**src/crc16_crc32_byte_engine_assert.svh**
```systemverilog
// Assertion macros used by the CRC engine core RTL
`ifndef CRC16_CRC32_BYTE_ENGINE_ASSERT_SVH
`define CRC16_CRC32_BYTE_ENGINE_ASSERT_SVH

// same-cycle implication
`define CRCBE_ASSERT_NOW(label, clk, rst_n, ante, cons, msg) \
    label: assert property (@(posedge clk) disable iff (!rst_n) (ante) |-> (cons)) \
        else $error(msg);

// next-cycle implication
`define CRCBE_ASSERT_NEXT(label, clk, rst_n, ante, cons, msg) \
    label: assert property (@(posedge clk) disable iff (!rst_n) (ante) |=> (cons)) \
        else $error(msg);

`endif

```
**src/crcbe_pkg.sv**
```systemverilog
// Types, register codes and the byte fold function for the CRC engine
package crcbe_pkg;

    localparam int APB_ADDR_W = 3;
    localparam int APB_DATA_W = 32;

    localparam logic REG_POLY  = 1'b0;
    localparam logic REG_WIDTH = 1'b1;

    typedef struct packed {
        logic [31:0] crc_polynomial;
        logic        width_select;
    } crc_cfg_t;

    // MSB-first fold of one byte; 16-bit mode runs left-aligned in the 32-bit datapath
    function automatic logic [31:0] crc_fold(
        input logic [31:0] acc,
        input logic [7:0]  data,
        input logic [31:0] poly,
        input logic        wide
    );
        logic [31:0] c;
        logic [31:0] p;
        c = wide ? (acc ^ {data, 24'h0}) : {acc[15:0] ^ {data, 8'h0}, 16'h0};
        p = wide ? poly : {poly[15:0], 16'h0};
        for (int k = 0; k < 8; k++)
        begin
            c = {c[30:0], 1'b0} ^ (c[31] ? p : 32'h0);
        end
        return wide ? c : {16'h0, c[31:16]};
    endfunction

endpackage

```
**src/crcbe_if.sv**
```systemverilog
// Valid/ready stream interfaces for the byte input and CRC result channels
interface crcbe_in_if;
    logic       valid;
    logic       ready;
    logic [7:0] data_byte;
    logic       last_byte;

    modport source (output valid, output data_byte, output last_byte, input ready);
    modport sink (input valid, input data_byte, input last_byte, output ready);
endinterface

interface crcbe_out_if;
    logic        valid;
    logic        ready;
    logic [31:0] crc_value;
    logic        message_done;

    modport source (output valid, output crc_value, output message_done, input ready);
    modport sink (input valid, input crc_value, input message_done, output ready);
endinterface

```
**src/crcbe_cfg_regs.sv**
```systemverilog
// APB configuration registers: polynomial and width select
module crcbe_cfg_regs (
    input  logic                              clk,
    input  logic                              rst_n,
    input  logic                              psel,
    input  logic                              penable,
    input  logic                              pwrite,
    input  logic [crcbe_pkg::APB_ADDR_W-1:0]  paddr,
    input  logic [crcbe_pkg::APB_DATA_W-1:0]  pwdata,
    output logic [crcbe_pkg::APB_DATA_W-1:0]  prdata,
    output logic                              pready,
    output crcbe_pkg::crc_cfg_t               cfg
);

    logic [31:0] poly_reg;
    logic        width_reg;
    logic        wr_en;
    logic        reg_sel;

    assign pready  = 1'b1;
    assign wr_en   = psel && penable && pwrite;
    assign reg_sel = paddr[2];

    always_ff @(posedge clk or negedge rst_n)
    begin
        if (!rst_n)
        begin
            poly_reg  <= 32'h0;
            width_reg <= 1'b0;
        end
        else if (wr_en)
        begin
            unique case (reg_sel)
                crcbe_pkg::REG_POLY:  poly_reg  <= pwdata;
                crcbe_pkg::REG_WIDTH: width_reg <= pwdata[0];
                default: ;
            endcase
        end
    end

    always_comb
    begin
        unique case (reg_sel)
            crcbe_pkg::REG_POLY:  prdata = poly_reg;
            crcbe_pkg::REG_WIDTH: prdata = {31'h0, width_reg};
            default:              prdata = '0;
        endcase
    end

    assign cfg.crc_polynomial = poly_reg;
    assign cfg.width_select   = width_reg;

endmodule

```
**src/crcbe_core.sv**
```systemverilog
// Input register, byte fold with running accumulator, and result register
`include "crc16_crc32_byte_engine_assert.svh"

module crcbe_core (
    input  logic                clk,
    input  logic                rst_n,
    input  crcbe_pkg::crc_cfg_t cfg,
    crcbe_in_if.sink            byte_in,
    crcbe_out_if.source         crc_out
);

    logic        s1_valid_reg;
    logic [7:0]  s1_byte_reg;
    logic        s1_last_reg;
    logic        out_valid_reg;
    logic [31:0] crc_reg;
    logic        done_reg;
    logic [31:0] acc_reg;
    logic [31:0] crc_next;
    logic        s1_adv;
    logic        in_take;

    assign s1_adv   = s1_valid_reg && (!out_valid_reg || crc_out.ready);
    assign in_take  = byte_in.valid && byte_in.ready;
    assign byte_in.ready = !s1_valid_reg || s1_adv;

    assign crc_next = crcbe_pkg::crc_fold(acc_reg, s1_byte_reg, cfg.crc_polynomial,
                                          cfg.width_select);

    always_ff @(posedge clk or negedge rst_n)
    begin
        if (!rst_n)
        begin
            s1_valid_reg  <= 1'b0;
            out_valid_reg <= 1'b0;
            acc_reg       <= 32'h0;
        end
        else
        begin
            if (in_take)
                s1_valid_reg <= 1'b1;
            else if (s1_adv)
                s1_valid_reg <= 1'b0;

            if (s1_adv)
            begin
                out_valid_reg <= 1'b1;
                acc_reg       <= s1_last_reg ? 32'h0 : crc_next;
            end
            else if (crc_out.ready)
                out_valid_reg <= 1'b0;
        end
    end

    // payload, no reset
    always_ff @(posedge clk)
    begin
        if (in_take)
        begin
            s1_byte_reg <= byte_in.data_byte;
            s1_last_reg <= byte_in.last_byte;
        end
        if (s1_adv)
        begin
            crc_reg  <= crc_next;
            done_reg <= s1_last_reg;
        end
    end

    assign crc_out.valid        = out_valid_reg;
    assign crc_out.crc_value    = crc_reg;
    assign crc_out.message_done = done_reg;

    `CRCBE_ASSERT_NEXT(a_acc_clear, clk, rst_n, s1_adv && s1_last_reg, acc_reg == 32'h0,
        "accumulator not cleared after last beat")
    `CRCBE_ASSERT_NEXT(a_acc_follow, clk, rst_n, s1_adv && !s1_last_reg, acc_reg == crc_reg,
        "accumulator differs from delivered CRC")
    `CRCBE_ASSERT_NEXT(a_narrow_top, clk, rst_n, s1_adv && !cfg.width_select,
        crc_reg[31:16] == 16'h0, "16-bit CRC has upper bits set")
    `CRCBE_ASSERT_NOW(a_ready_empty, clk, rst_n, !s1_valid_reg, byte_in.ready,
        "input not ready with empty stage")

endmodule

```
**src/crc16_crc32_byte_engine.sv**
```systemverilog
// Top level of the configurable MSB-first CRC-16/CRC-32 byte engine
// Usage:
//   byte_in  : valid/ready channel, one message byte per beat plus a last flag.
//   crc_out  : valid/ready channel, one beat per input byte carrying the running
//              CRC after that byte; message_done marks the final CRC of a message.
//   APB port : reg 0 (0x0) polynomial without leading bit, reg 1 (0x4) width
//              select (0 = 16-bit using poly[15:0], 1 = 32-bit). Write only while idle.
// Path: a byte accepted on byte_in is held in the input register, then folded
//   into the result register.
// Throughput: one byte per cycle while crc_out is taken; the 8-step fold against the
//   accumulator completes within the single stage between input and result registers.
// CRC starts at zero, no final XOR; accumulator clears after a last beat.
// Reset: rst_n clears both pipeline stages, the accumulator and the registers
//   (16-bit mode, polynomial zero).
// Stall: when crc_out is not taken, the result register holds and the input
//   register still takes one more byte; further bytes see ready low.
module crc16_crc32_byte_engine (
    input  logic                              clk,
    input  logic                              rst_n,
    input  logic                              psel,
    input  logic                              penable,
    input  logic                              pwrite,
    input  logic [crcbe_pkg::APB_ADDR_W-1:0]  paddr,
    input  logic [crcbe_pkg::APB_DATA_W-1:0]  pwdata,
    output logic [crcbe_pkg::APB_DATA_W-1:0]  prdata,
    output logic                              pready,
    crcbe_in_if.sink                          byte_in,
    crcbe_out_if.source                       crc_out
);

    crcbe_pkg::crc_cfg_t cfg;

    crcbe_cfg_regs u_cfg_regs (
        .clk     (clk),
        .rst_n   (rst_n),
        .psel    (psel),
        .penable (penable),
        .pwrite  (pwrite),
        .paddr   (paddr),
        .pwdata  (pwdata),
        .prdata  (prdata),
        .pready  (pready),
        .cfg     (cfg)
    );

    crcbe_core u_core (
        .clk     (clk),
        .rst_n   (rst_n),
        .cfg     (cfg),
        .byte_in (byte_in),
        .crc_out (crc_out)
    );

endmodule

```
**src/flat_wrapper.sv**
```systemverilog
// flat-port wrapper written by rule: the top's interface ports become plain ports
module crc16_crc32_byte_engine_flat 
  (clk, rst_n, psel, penable, pwrite, paddr, pwdata, prdata, pready, byte_in_valid, byte_in_data_byte, byte_in_last_byte, byte_in_ready, crc_out_valid, crc_out_crc_value, crc_out_message_done, crc_out_ready);
  crcbe_in_if byte_in_i ();
  crcbe_out_if crc_out_i ();
  input  logic clk;
  input  logic rst_n;
  input  logic psel;
  input  logic penable;
  input  logic pwrite;
  input  logic [crcbe_pkg::APB_ADDR_W-1:0] paddr;
  input  logic [crcbe_pkg::APB_DATA_W-1:0] pwdata;
  output logic [crcbe_pkg::APB_DATA_W-1:0] prdata;
  output logic pready;
  input wire logic [$bits(byte_in_i.valid)-1:0] byte_in_valid;
  input wire logic [$bits(byte_in_i.data_byte)-1:0] byte_in_data_byte;
  input wire logic [$bits(byte_in_i.last_byte)-1:0] byte_in_last_byte;
  output wire logic [$bits(byte_in_i.ready)-1:0] byte_in_ready;
  output wire logic [$bits(crc_out_i.valid)-1:0] crc_out_valid;
  output wire logic [$bits(crc_out_i.crc_value)-1:0] crc_out_crc_value;
  output wire logic [$bits(crc_out_i.message_done)-1:0] crc_out_message_done;
  input wire logic [$bits(crc_out_i.ready)-1:0] crc_out_ready;
  assign byte_in_i.valid = byte_in_valid;
  assign byte_in_i.data_byte = byte_in_data_byte;
  assign byte_in_i.last_byte = byte_in_last_byte;
  assign byte_in_ready = byte_in_i.ready;
  assign crc_out_valid = crc_out_i.valid;
  assign crc_out_crc_value = crc_out_i.crc_value;
  assign crc_out_message_done = crc_out_i.message_done;
  assign crc_out_i.ready = crc_out_ready;
  crc16_crc32_byte_engine u_core (.clk(clk), .rst_n(rst_n), .psel(psel), .penable(penable), .pwrite(pwrite), .paddr(paddr), .pwdata(pwdata), .prdata(prdata), .pready(pready), .byte_in(byte_in_i), .crc_out(crc_out_i));
endmodule
```
**config.mk**
```make
export PLATFORM = sky130hd
export DESIGN_NAME = crc16_crc32_byte_engine_flat
export DESIGN_NICKNAME = d
export VERILOG_FILES = /design/src/crcbe_pkg.sv /design/src/crcbe_if.sv /design/src/crcbe_cfg_regs.sv /design/src/crcbe_core.sv /design/src/crc16_crc32_byte_engine.sv /design/src/flat_wrapper.sv
export VERILOG_INCLUDE_DIRS = /design/src /design/src/src
export SDC_FILE = /design/constraint.sdc
export NUM_CORES = 1
export LEC_CHECK = 0
export BUFFER_PORTS_ARGS = -buffer_cell sky130_fd_sc_hd__buf_2
export CAP_MARGIN = 40
export CORE_UTILIZATION = 52
export CTS_BUF_LIST = sky130_fd_sc_hd__clkbuf_8
export CTS_CLUSTER_SIZE = 40
export DETAILED_ROUTE_END_ITERATION = 10
export PLACE_DENSITY = 0.73
export SETUP_SLACK_MARGIN = 0.05
export SLEW_MARGIN = 20
export SYNTH_ARGS = -nofsm -noshare
export SYNTH_HDL_FRONTEND = slang
export SYNTH_SLANG_ARGS = --single-unit
export TNS_END_PERCENT = 1
```
**constraint.sdc**
```tcl
create_clock -name clk -period 6.45 [get_ports clk]
set_input_delay 1.29 -clock clk [delete_from_list [all_inputs] [get_ports clk]]
set_output_delay 1.29 -clock clk [all_outputs]
set_load 0.005 [all_outputs]
```
==> flow_summary.ini, run 1 <==
[run_status]
status = complete, no violations

[synthesis]
synth_top_family_by_area = compound AO/OA/AOI/OAI gates
synthTopCellsByArea = dfrtp_1, edfxtp_1, xnor2_1
synth_top_area_cell = dfrtp_1
synthXorXnorAreaFrac_pct = 15.4
avgSynthCellArea_sq_um = 8.08
async_reset_ff_share_pct = 61.5
synth_seq_cells = 109
synthDistinctLibCells = 98
synthTopCellsByCount = nand2_1, xnor2_1, nor2_1, clkbuf_1, a21oi_1
synth-compound-area-share_pct = 22.4
syn_area_sq_um = 11300
synth_simple_gate_area_share_pct = 21.7
synth-adder-area-share_pct = 0
ys.flop_type = dfrtp_1
synth_top_area_share_pct = 14.9
synth_edf_count = 42
synth_most_common_cell = nand2_1
syn_inst = 1393
muxShareOfSynthArea_pct = 9.51
synth_fp_nets = 1444
yosysSeqAreaShare_pct = 26.1
yosys_warnings = 0

[timing]
skew_ns = 0.0255
slew_headroom_pct = 41.3
setup_tns_ns = 0
setup_violations = 0
finalCritPeriodShare_pct = 94.6
post-route-min-period_ns = 6.10
tightestPinTransition_ns = 0.856
drv_slew = 0
hold_viol = 0
fmax_ghz = 0.164
layout_setup_ws_ns = 0.347
rsz0062_at_grt = false

[clock_network]
cts_made_buffers = 9
holdBufCountCts = 0
cts_max_path_buffers = 2
clk_latency_ns = 0.42
cts_sinks = 109
ctsResizeCount = 0
cts.clk_slew.worst_paths_ns = 0.13
cts_tree = built
clockRootBuffer = clkbuf_8
ctsHtreeMaxLevel = 3

[min_path]
min_path_type = reg2reg

[global_route]
grt_pass1_vias = 10400
grt_pass1_wl_microns = 63900
grt.overflow.total = 0
antenna_found_initial = 0
track_usage_pct = 38.4
grt_max_degree = 65

[cells_and_area]
antennaDiodeCount = 0
fin_nets = 1529
synthToLayoutAreaGrowth_pct = 11.5
drive_above_1_share_pct = 20.2

[die]
die_x_microns = 149
die_h_microns = 149
core_area_sq_um = 21200
initial_utilization_pct = 53.2
io_pins = 119
dieArea_sq_um = 22300
rows = 53

[route]
drc = 0
drt_wl_total_microns = 42000
ant_nets = 0
drt_first_pass_iters = 6
viasPerCell = 6.60
vias = 11600
detail_route.wl_per_cell_microns = 23.9
drt_iter0_markers = 1519

[critical_path]
path_cells = nand2b_1 -> and2_0 -> a22o_1 -> o21ai_0 -> o311a_1 -> buf_4 -> o221a_1 -> a311oi_1 -> a31o_2 -> a311o_2 -> xnor2_4 -> nand2_1 -> o32ai_1 -> a211oi_2 -> xor2_1 -> mux2_2
arrival_ns = 6.30
max_stage_delay_ns = 0.67
required_ns = 6.64
end_kind = flip-flop
worstSetupStartpointType = flip-flop
path_class = reg2reg
slowest_stage = dfrtp_4
cp_max_fo = 28

[placement]
port_buffers = 115
gp_congestion = 0.964
dp_hpwl_microns = 30400
dp_slack_ns = 0.447

[run]
cap_viol_max_count = 0
cells in the final DEF (no fill, tap or decap), types with 6 or more instances in the layout:
master and instances:
a31oi_1 9, a21oi_1 68, xor2_1 38, o31ai_1 7
nor2b_1 30, nor3_1 33, nand2b_1 15, o221ai_1 12
buf_2 114, a21o_1 8, o21ai_1 9, a22oi_1 6
nor2_1 115, a222oi_1 7, a211o_1 7, buf_4 77
nand4_1 7, dfrtp_1 66, and2_1 22, a211oi_1 12
o21ai_0 49, mux2i_1 40, nand3_1 41, a311oi_1 6
o22ai_1 32, or3_1 6, o211ai_1 17, clkbuf_8 9
xnor2_1 134, and3_1 12, nor4_1 12, mux2_2 50
nand2_1 209, edfxtp_1 42, a22o_1 23
timing repair:
item                                   4_1_cts  5_1_grt
endpoints found under the hold margin        0        0
setup buffers                                0        5
setup endpoints to repair                    0        3
cell families (layout without fill, tap and decap cells):
| logic type | after synthesis | after routing |
|---|---|---|
| compound gates | 347 | 347 |
| xor+xnor | 184 | 184 |
| buf+inv | 126 | 216 |
| flops | 109 | 109 |
| mux | 98 | 98 |
| other cells | 1 | 1 |
| simple gates | 528 | 528 |
worst paths after layout:
path                                             startpoint                                  end  slack (ns)  cells past startpoint
worst max-delay path            u_core.u_cfg_regs.width_reg  u_core.u_core.crc_out.crc_value[13]        0.35                     16
worst min-delay path              u_core.u_core.s1_last_reg   u_core.u_core.crc_out.message_done        0.50                      0
worst max register to register  u_core.u_cfg_regs.width_reg  u_core.u_core.crc_out.crc_value[13]        0.35                     16
worst min register to register    u_core.u_core.s1_last_reg   u_core.u_core.crc_out.message_done        0.50                      0
max in group asynchronous                             rst_n            u_core.u_core.acc_reg[18]        5.12                      2
min in group asynchronous                             rst_n       u_core.u_cfg_regs.poly_reg[31]        0.76                      1
metal layers:
metal  up-vias  part of all wire [%]  track usage, %
li1       5226                     -               -
met1      5497                    41            54.0
met2       743                    42            54.3
met3       133                    11            8.38
met4         0                   5.7            21.2
met5         -                     0               0
worst max-delay path: cells and delay by family, from the launching register on:
kind	cells	cell delay (ns)
mux	1	0.30
flops	1	0.67
simple gates	3	1.09
xor+xnor	2	0.77
buf+inv	1	0.33
compound gates	9	2.68
metrics by stage:
stage | cells | hold slack, ns | utilization, % | instance area (sq um)
after global routing | 1758 | 0.512 | 59.4 | 12600
after detailed placement | 1737 | 0.461 | 58.2 | 12300
after CTS | 1753 | 0.501 | 59.2 | 12500
after floorplan | 1393 | 0.443 | - | 11300
final | 1758 | 0.504 | 59.4 | 12600
after global placement | 1735 | 0.458 | 58.1 | 12300
area by class of cell:
cell class	count	area (sq um)
fill	1967	8600
multi-input combinational	1158	7830
sequential	109	2940
timing repair buffer	195	1230
tap	275	344
clock buffer	9	124
clock inverter	7	77.6
inverter	5	18.8
Power of run 1 is not shown: default switching activity piles up to over one toggle a cycle in this logic, so the estimate is an artifact.
==> run 2, diff against run 1 <==
--- a/config.mk
+++ b/config.mk
@@ -13,6 +13,7 @@
 export CTS_CLUSTER_SIZE = 40
 export DETAILED_ROUTE_END_ITERATION = 10
 export PLACE_DENSITY = 0.73
+export RECOVER_POWER = 100
 export SETUP_SLACK_MARGIN = 0.05
 export SLEW_MARGIN = 20
 export SYNTH_ARGS = -nofsm -noshare
==> flow_summary.ini, run 2 (synthesized netlist as in run 1, its figures left out) <==
[run_status]
status = complete, but fails checks
violations = capacitance limit, slew limit

[cells_and_area]
fin_nets = 1529
antennaDiodeCount = 0
synthToLayoutAreaGrowth_pct = 10.3
layout_commonest_cell = nand2_1
fillers = 2004
final_cell_mix = nand2_1, xnor2_1, nor2_1
drive_above_1_share_pct = 16.6

[die]
rows = 53
dieArea_sq_um = 22300
io_pins = 119
die_x_microns = 149
core_area_sq_um = 21200
initial_utilization_pct = 53.2
die_h_microns = 149

[min_path]
hp-start = u_core.u_core.s1_last_reg
min_path_type = reg2reg

[critical_path]
slowest_stage = dfrtp_4
cp_top_family = compound AO/OA/AOI/OAI gates
r2r_start = u_core.u_cfg_regs.width_reg
crit_top_cell = a22o_1
end_kind = flip-flop
worstSetupStartpointType = flip-flop
arrival_ns = 6.51
startpoint = u_core.u_cfg_regs.width_reg
path_class = reg2reg
max_stage_delay_ns = 0.67
worst-path-buf-inv = 3
required_ns = 6.77
cp_max_fo = 28
path_cells = nand2b_1 -> and2_0 -> a22o_1 -> o21ai_0 -> o311a_1 -> buf_4 -> o221a_1 -> a311oi_1 -> a31o_2 -> a311o_1 -> xor2_4 -> clkbuf_2 -> a21oi_1 -> a41o_1 -> a211oi_1 -> clkbuf_1 -> o211ai_1 -> a22o_1

[placement]
dp_slack_ns = 0.447
port_buffers = 115
dp_hpwl_microns = 30400
gp_congestion = 0.964

[clock_network]
ctsHtreeMaxLevel = 3
cts_tree = built
cts.clk_slew.worst_paths_ns = 0.13
cts_made_buffers = 9
clockRootBuffer = clkbuf_8
cts_sinks = 109
ctsResizeCount = 0
cts_max_path_buffers = 2
clk_latency_ns = 0.43

[timing]
post-route-min-period_ns = 6.19
rsz0062_at_grt = false
fin_hold_ws_ns = 0.498
drv_slew = 142
layout_setup_ws_ns = 0.259
setup_violations = 0
slew_headroom_pct = -74.2
finalCritPeriodShare_pct = 96.0
fmax_ghz = 0.162
tightestPinTransition_ns = 2.61
setup_tns_ns = 0
hold_viol = 0
skew_ns = 0.0299

[global_route]
grt_pass1_wl_microns = 63900
grt_max_degree = 65
grt_pass1_vias = 10400
grt.overflow.total = 0
antenna_found_initial = 0
track_usage_pct = 38.4

[run]
cap_viol_max_count = 4

[route]
drc = 0
viasPerCell = 6.62
drt_wl_total_microns = 42200
ant_nets = 0
drt_iter0_markers = 1609
vias = 11600
detail_route.wl_per_cell_microns = 24.0
drt_first_pass_iters = 6
run 2: changes by cell type in the layout (fill, tap and decap cells not counted), moves of 7 or more:
cell	before	now
and2_0	1	8
and2_1	22	15
buf_2	114	59
clkbuf_1	0	49
clkbuf_2	0	18
buf_4	77	66
run 2: path summary, 6_finish.rpt:
path,endpoint,slack (ns),cells after the start
worst min register to register,u_core.u_core.crc_out.message_done,0.50,0
max in group asynchronous,u_core.u_core.acc_reg[18],2.21,2
min in group asynchronous,u_core.u_cfg_regs.poly_reg[31],1.15,1
worst min-delay path,u_core.u_core.crc_out.message_done,0.50,0
worst max register to register,u_core.u_core.acc_reg[8],0.26,18
worst max-delay path,u_core.u_core.acc_reg[8],0.26,18
run 2: timing repair:
item,4_1_cts,5_1_grt
hold buffers,0,0
endpoints found under the setup margin,0,3
setup buffers,0,5
run 2: cell type report:
cell class / count / area (sq um) / area share (%)
Clock buffer: 9 / 124 / 0.997
Clock inverter: 7 / 77.6 / 0.624
Inverter: 5 / 18.8 / 0.151
Multi-Input combinational cell: 1158 / 7800 / 62.8
Sequential cell: 109 / 2940 / 23.7
Tap cell: 275 / 344 / 2.77
Timing Repair Buffer: 195 / 1120 / 8.98
run 2: stage by stage:
| step | utilization [%] | cells | instance area [sq um] |
|---|---|---|---|
| 2_1_floorplan | - | 1393 | 11300 |
| 3_3_place_gp | 58.1 | 1735 | 12300 |
| 3_5_place_dp | 58.2 | 1737 | 12300 |
| 4_1_cts | 59.2 | 1753 | 12500 |
| 5_1_grt | 58.7 | 1758 | 12400 |
| 6_report | 58.7 | 1758 | 12400 |
run 2: per-layer routing:
metal | GRT usage (%) | up-vias | wire, microns
li1 | - | 5219 | -
met1 | 54.0 | 5514 | 17300
met2 | 54.3 | 773 | 17600
met3 | 8.38 | 140 | 4850
met4 | 21.2 | 0 | 2490
met5 | 0 | - | 0
Power of run 2 is left out for the same reason.
